### config.mk
export PLATFORM = sky130hd
export DESIGN_NAME = plac_div
export DESIGN_NICKNAME = d
export VERILOG_FILES = /design/src/rtl/plac_pkg.sv /design/src/rtl/plac_div.sv
export SDC_FILE = /design/constraint.sdc
export NUM_CORES = 1
export LEC_CHECK = 0
export BUFFER_PORTS_ARGS = -buffer_cell sky130_fd_sc_hd__buf_2
export CAP_MARGIN = 30
export CELL_PAD_IN_SITES_DETAIL_PLACEMENT = 1
export CELL_PAD_IN_SITES_GLOBAL_PLACEMENT = 1
export CORE_MARGIN = 2
export CORE_UTILIZATION = 45
export CTS_BUF_LIST = sky130_fd_sc_hd__clkbuf_4 sky130_fd_sc_hd__clkbuf_8
export DETAILED_ROUTE_END_ITERATION = 8
export PLACE_DENSITY_LB_ADDON = 0.3
export SLEW_MARGIN = 25
export SYNTH_ARGS = -nofsm -noshare
export SYNTH_HDL_FRONTEND = slang
export SYNTH_SLANG_ARGS = --single-unit
### constraint.sdc
create_clock -name clk -period 7.5 [get_ports clk]
set_input_delay 1.5 -clock clk [delete_from_list [all_inputs] [get_ports clk]]
set_output_delay 1.5 -clock clk [all_outputs]
set_load 0.01 [all_outputs]
### src/rtl/plac_pkg.sv
`timescale 1ns / 1ps
// ----------------------------------------------------------------------------
// plac_pkg
// Shared constants, register codes, payload types and pipeline depths for the
// pixel linearize and alpha convert unit.
// ----------------------------------------------------------------------------
package plac_pkg;

    localparam int FRAC_BITS    = 12;
    localparam int CHANNEL_BITS = 16;
    localparam int ALPHA_BITS   = FRAC_BITS + 1;
    localparam int ALPHA_ONE    = 1 << FRAC_BITS;

    // Configuration port.
    localparam int CFG_INDEX_BITS = 2;
    localparam int CFG_DATA_BITS  = 2;

    localparam logic [CFG_INDEX_BITS-1:0] REG_OPERATION      = 2'd0;
    localparam logic [CFG_INDEX_BITS-1:0] REG_INPUT_IS_SRGB  = 2'd1;
    localparam logic [CFG_INDEX_BITS-1:0] REG_SOURCE_IS_PREM = 2'd2;

    localparam logic [1:0] OP_LINEARIZE   = 2'd0;
    localparam logic [1:0] OP_TO_PREMUL   = 2'd1;
    localparam logic [1:0] OP_TO_STRAIGHT = 2'd2;

    // sRGB curve arithmetic works in unsigned Q.20.
    localparam int WB         = 20;
    localparam int SRGB_OFF   = 57672;     // 0.055 in Q.20
    localparam int SRGB_DIV   = 1106248;   // 1.055 in Q.20
    localparam int SRGB_DIV_W = 21;

    localparam int U_HI_W  = CHANNEL_BITS - 1 + WB - FRAC_BITS + 1;
    localparam int U_NUM_W = U_HI_W + WB;
    localparam int U_Q_W   = U_NUM_W - SRGB_DIV_W + 1;
    localparam int ROOT_BITS = WB + 3;

    // Register stages inside each unit. The curve base takes two stages of
    // reciprocal multiplication.
    localparam int UDIV_LAT = 2;
    localparam int SRGB_LAT = UDIV_LAT + 3 * ROOT_BITS + 2;
    localparam int ADIV_Q_W = CHANNEL_BITS - 1;
    localparam int ADIV_LAT = ADIV_Q_W + 2;

    typedef struct packed {
        logic signed [CHANNEL_BITS-1:0] red_in;
        logic signed [CHANNEL_BITS-1:0] green_in;
        logic signed [CHANNEL_BITS-1:0] blue_in;
        logic signed [CHANNEL_BITS-1:0] alpha_in;
    } pixel_in_t;

    typedef struct packed {
        logic signed [CHANNEL_BITS-1:0] red_out;
        logic signed [CHANNEL_BITS-1:0] green_out;
        logic signed [CHANNEL_BITS-1:0] blue_out;
        logic [ALPHA_BITS-1:0]          alpha_out;
    } pixel_out_t;

endpackage

### src/rtl/plac_div.sv
`timescale 1ns / 1ps
// ----------------------------------------------------------------------------
// plac_div
// One channel of colour divided by alpha, rounded half away from zero and
// saturated, as a restoring divider with one quotient bit per stage.
// ----------------------------------------------------------------------------
module plac_div
    import plac_pkg::*;
(
    input  logic                           clk,
    input  logic                           en,
    input  logic signed [CHANNEL_BITS-1:0] c,
    input  logic [ALPHA_BITS-1:0]          a,
    output logic signed [CHANNEL_BITS-1:0] q
);

    localparam int NUM_W = CHANNEL_BITS + FRAC_BITS;

    typedef struct packed {
        logic [ALPHA_BITS-1:0] rem;
        logic [ADIV_Q_W-1:0]   lo;
        logic [ALPHA_BITS-1:0] a;
        logic                  neg;
        logic                  ovf;
    } dv_t;

    logic [CHANNEL_BITS-1:0] mag;
    logic [NUM_W-1:0]        num;
    dv_t                     dv0;
    dv_t                     dv_reg  [ADIV_Q_W+1];
    dv_t                     dv_next [ADIV_Q_W];
    logic [CHANNEL_BITS-1:0] qx;
    logic [CHANNEL_BITS-1:0] q_next;
    logic [CHANNEL_BITS-1:0] q_reg;

    // A quotient of 2^15 or more overflows, which shows in the top bits alone.
    always_comb
    begin
        mag = c[CHANNEL_BITS-1] ? CHANNEL_BITS'(-c) : CHANNEL_BITS'(c);
        num = (NUM_W'(mag) << FRAC_BITS) + NUM_W'(a >> 1);
        dv0.rem = num[NUM_W-1:ADIV_Q_W];
        dv0.lo  = num[ADIV_Q_W-1:0];
        dv0.a   = a;
        dv0.neg = c[CHANNEL_BITS-1];
        dv0.ovf = (num[NUM_W-1:ADIV_Q_W] >= a);
    end

    for (genvar k = 0; k < ADIV_Q_W; k++)
    begin : g_step
        logic [ALPHA_BITS:0] trial;
        logic                ge;
        always_comb
        begin
            trial = {dv_reg[k].rem, dv_reg[k].lo[ADIV_Q_W-1]};
            ge    = (trial >= (ALPHA_BITS+1)'(dv_reg[k].a));
            dv_next[k]     = dv_reg[k];
            dv_next[k].rem = ge ? ALPHA_BITS'(trial - (ALPHA_BITS+1)'(dv_reg[k].a))
                                : ALPHA_BITS'(trial);
            dv_next[k].lo  = {dv_reg[k].lo[ADIV_Q_W-2:0], ge};
        end
    end

    always_comb
    begin
        qx = {1'b0, dv_reg[ADIV_Q_W].lo};
        if (dv_reg[ADIV_Q_W].ovf)
            q_next = dv_reg[ADIV_Q_W].neg ? {1'b1, {(CHANNEL_BITS-1){1'b0}}}
                                          : {1'b0, {(CHANNEL_BITS-1){1'b1}}};
        else
            q_next = dv_reg[ADIV_Q_W].neg ? -qx : qx;
    end

    always_ff @(posedge clk)
    begin
        if (en)
        begin
            dv_reg[0] <= dv0;
            for (int k = 0; k < ADIV_Q_W; k++)
                dv_reg[k+1] <= dv_next[k];
            q_reg <= q_next;
        end
    end

    assign q = q_reg;

endmodule

==> key figures <==
Routing
  – Vias per cell: 5.40
  – WL final: 63400 µm
  – Via count: 18080
  – Initial DRT Pass Iterations: 5
  – Iteration-0 DRC count of the detailed router: 989
  – Remaining DRCs: 0
  – Final ANT Viol Nets: 0
  – Avg WL per Cell: 19.0 µm

Setup path
  – Req. time, crit path: 7.91 ns
  – Setup crit end kind: flip-flop
  – Kind of critical path: reg2reg
  – CP max FO: 14
  – Worst EP arrival: 4.02 ns
  – Startpoint types: flip-flop

CTS
  – Register clock-pin slew on the reported worst setup and hold paths: 0.06 ns
  – Postcts setup bufs: 0
  – H-tree depth: 3
  – Max clock buf depth: 3
  – Post_cts resized: 0
  – Skew-Pair Late Insertion Delay: 0.70 ns
  – CTS Sinks: 564
  – Clk root buf: clkbuf_8
  – Post-CTS Hold Buffers: 0
  – CTS buffer count: 97
  – CTS tree: built

Synthesis
  – Cells after synthesis: 2287
  – Yosys cell types: 54
  – Register bit total from synthesis: 564
  – Post-synthesis sequential area ratio: 0.582
  – Cell area after synthesis: 0.0291 mm²
  – Mean Syn Cell Area: 12.7 µm²
  – Primary FF master, synth: edfxtp_1
  – Post-synth EDFFs: 564
  – Syn_nets: 2542
  – Ys Warns: 0
  – Ys async rst share: 0

Timing
  – Peak Freq: 278 MHz
  – Slew @ Worst Pin: 0.911 ns
  – Slew headroom: 0.393
  – RSZ-0062 raised after global routing: no
  – Setup Total Neg Slack: 0 ns
  – Fin worst setup slack: 3.90 ns
  – Clock skew: 0.0387 ns
  – Final worst-path cycle share: 0.480
  – Slew Limit Fails: 0
  – Setup Viol. Count Final: 0
  – Final min period: 3.60 ns
  – Final hold vios: 0

Layout
  – Nets@finish: 2669
  – Share of post-route cells with drive strength above 1: 0.140
  – Area Growth Syn to Fin: 11.0%
  – Max FFs per register: 548

Placement
  – Post-DP HPWL: 46100 µm
  – Pre-CTS setup slack: 3.26 ns
  – IO Port Bufs: 46
  – GPL Wtd Cong: 0.856

Floorplanning
  – Die X: 258 µm
  – Total core area: 0.0642 mm²
  – Ports: 47
  – Rows: 93
  – Starting density of the core: 0.453
  – DIE AREA: 0.0667 mm²
  – Die height: 258 µm

Global routing
  – Grt met1 use: 0.227
  – Global-route met3 utilization: 0.0313
  – Largest net degree at the start of global routing: 201
  – Met2 usage: 0.349
  – First-pass GRT wire length: 103000 µm
  – Vias in the first global route: 19653
  – GRT Residual Overflow: 0
  – Antenna violations before repair: 2
  – Most Crowded Layer GR: met2
  – GRT Overall Usage: 0.192

Min path
  – Worst Hold Class: reg2reg

Run
  – Max Cap Viol: 0

Power
  – Leak Pwr: 0.0128 µW
  – Pwr/cell area: 389 mW/mm²
  – Maximum VDD drop: 0.136 mV

Status
  – Status: completed
critical path, stage by stage, from the launching register on:
cell and delay, ns:
edfxtp_1 0.49, ha_1 0.29, fa_1 0.42, nor2b_1 0.17, o31a_1 0.19, o21ai_0 0.15, nor3b_1 0.18, o21ai_0 0.27
a41o_1 0.74, mux2_2 0.42
final cells by class:
type / instances / area, µm²
inverter: 242 / 908
timing repair buffer: 55 / 384
antenna: 1 / 2.50
fill: 6609 / 31900
tap: 855 / 1070
clock buffer: 120 / 1510
clock inverter: 57 / 345
multi-input combinational: 1454 / 11200
sequential: 564 / 16900
path summary, 6_finish.rpt:
path         slack (ns)           start        endpoint  cells after the start
max                3.90  dv_reg[0][260]  dv_reg[0][335]                      9
min                0.40   dv_reg[1][18]   dv_reg[1][62]                      0
max reg2reg        3.90  dv_reg[0][260]  dv_reg[0][335]                      9
min reg2reg        0.40   dv_reg[1][18]   dv_reg[1][62]                      0
synthesized netlist by cell type (14+ instances only):
library cell / n / area share
nor2b_1: 46 / 0.0099
inv_1: 242 / 0.031
o21ai_0: 117 / 0.020
a21oi_1: 137 / 0.024
mux2i_1: 36 / 0.012
xnor2_1: 108 / 0.033
xor2_1: 40 / 0.012
o31ai_1: 19 / 0.0049
clkbuf_1: 16 / 0.0021
fa_1: 14 / 0.0096
a21o_1: 44 / 0.011
nand3_1: 32 / 0.0055
nor2_1: 108 / 0.014
ha_1: 210 / 0.090
o21a_1: 23 / 0.0059
nor3b_1: 17 / 0.0044
nor3_1: 48 / 0.0083
mux2_2: 129 / 0.050
nand4_1: 21 / 0.0045
nand2b_1: 37 / 0.0080
o31a_1: 22 / 0.0066
nand2_1: 124 / 0.016
edfxtp_1: 564 / 0.58
cells in the final DEF, fill, tap and decap left out, types with 98 or more instances in the layout:
cell        n
inv_1     242
nor2_1    108
xnor2_1   108
nand2_1   124
o21ai_0   117
ha_1      210
a21oi_1   137
clkbuf_8   98
mux2_2    129
edfxtp_1  564
cell families after synthesis:
family | after synthesis | synth area share
fa+ha+maj | 224 | 0.0999
simple gates | 467 | 0.0788
compound gates | 450 | 0.0974
flops | 564 | 0.582
xor+xnor | 148 | 0.0445
buf+inv | 269 | 0.0352
mux | 165 | 0.0623
power breakdown:
part	total [µW]	internal [µW]	switching, µW
sequential	4910	4490	416
clock	2700	1440	1260
combinational	4960	2320	2640
through the flow:
step	hold WS (ns)	power (µW)	cells	area (µm²)	utilization
3_3_place_gp	0.401	9610	3166	30300	0.472
6_report	0.398	12600	3348	32300	0.503
5_1_grt	0.410	13400	3348	32300	0.503
2_1_floorplan	0.400	8580	2287	29100	-
4_1_cts	0.398	12700	3343	32200	0.502
3_5_place_dp	0.406	9900	3166	30400	0.473
layer usage:
metal  share of wire  vias to the layer above  wire length, µm
li1                -                     8731                -
met1            0.42                     8953            26600
met2            0.52                      291            32800
met3           0.033                      105             2110
met4           0.030                        0             1900
met5               0                        -                0
Power figures use the tool's default switching activity.
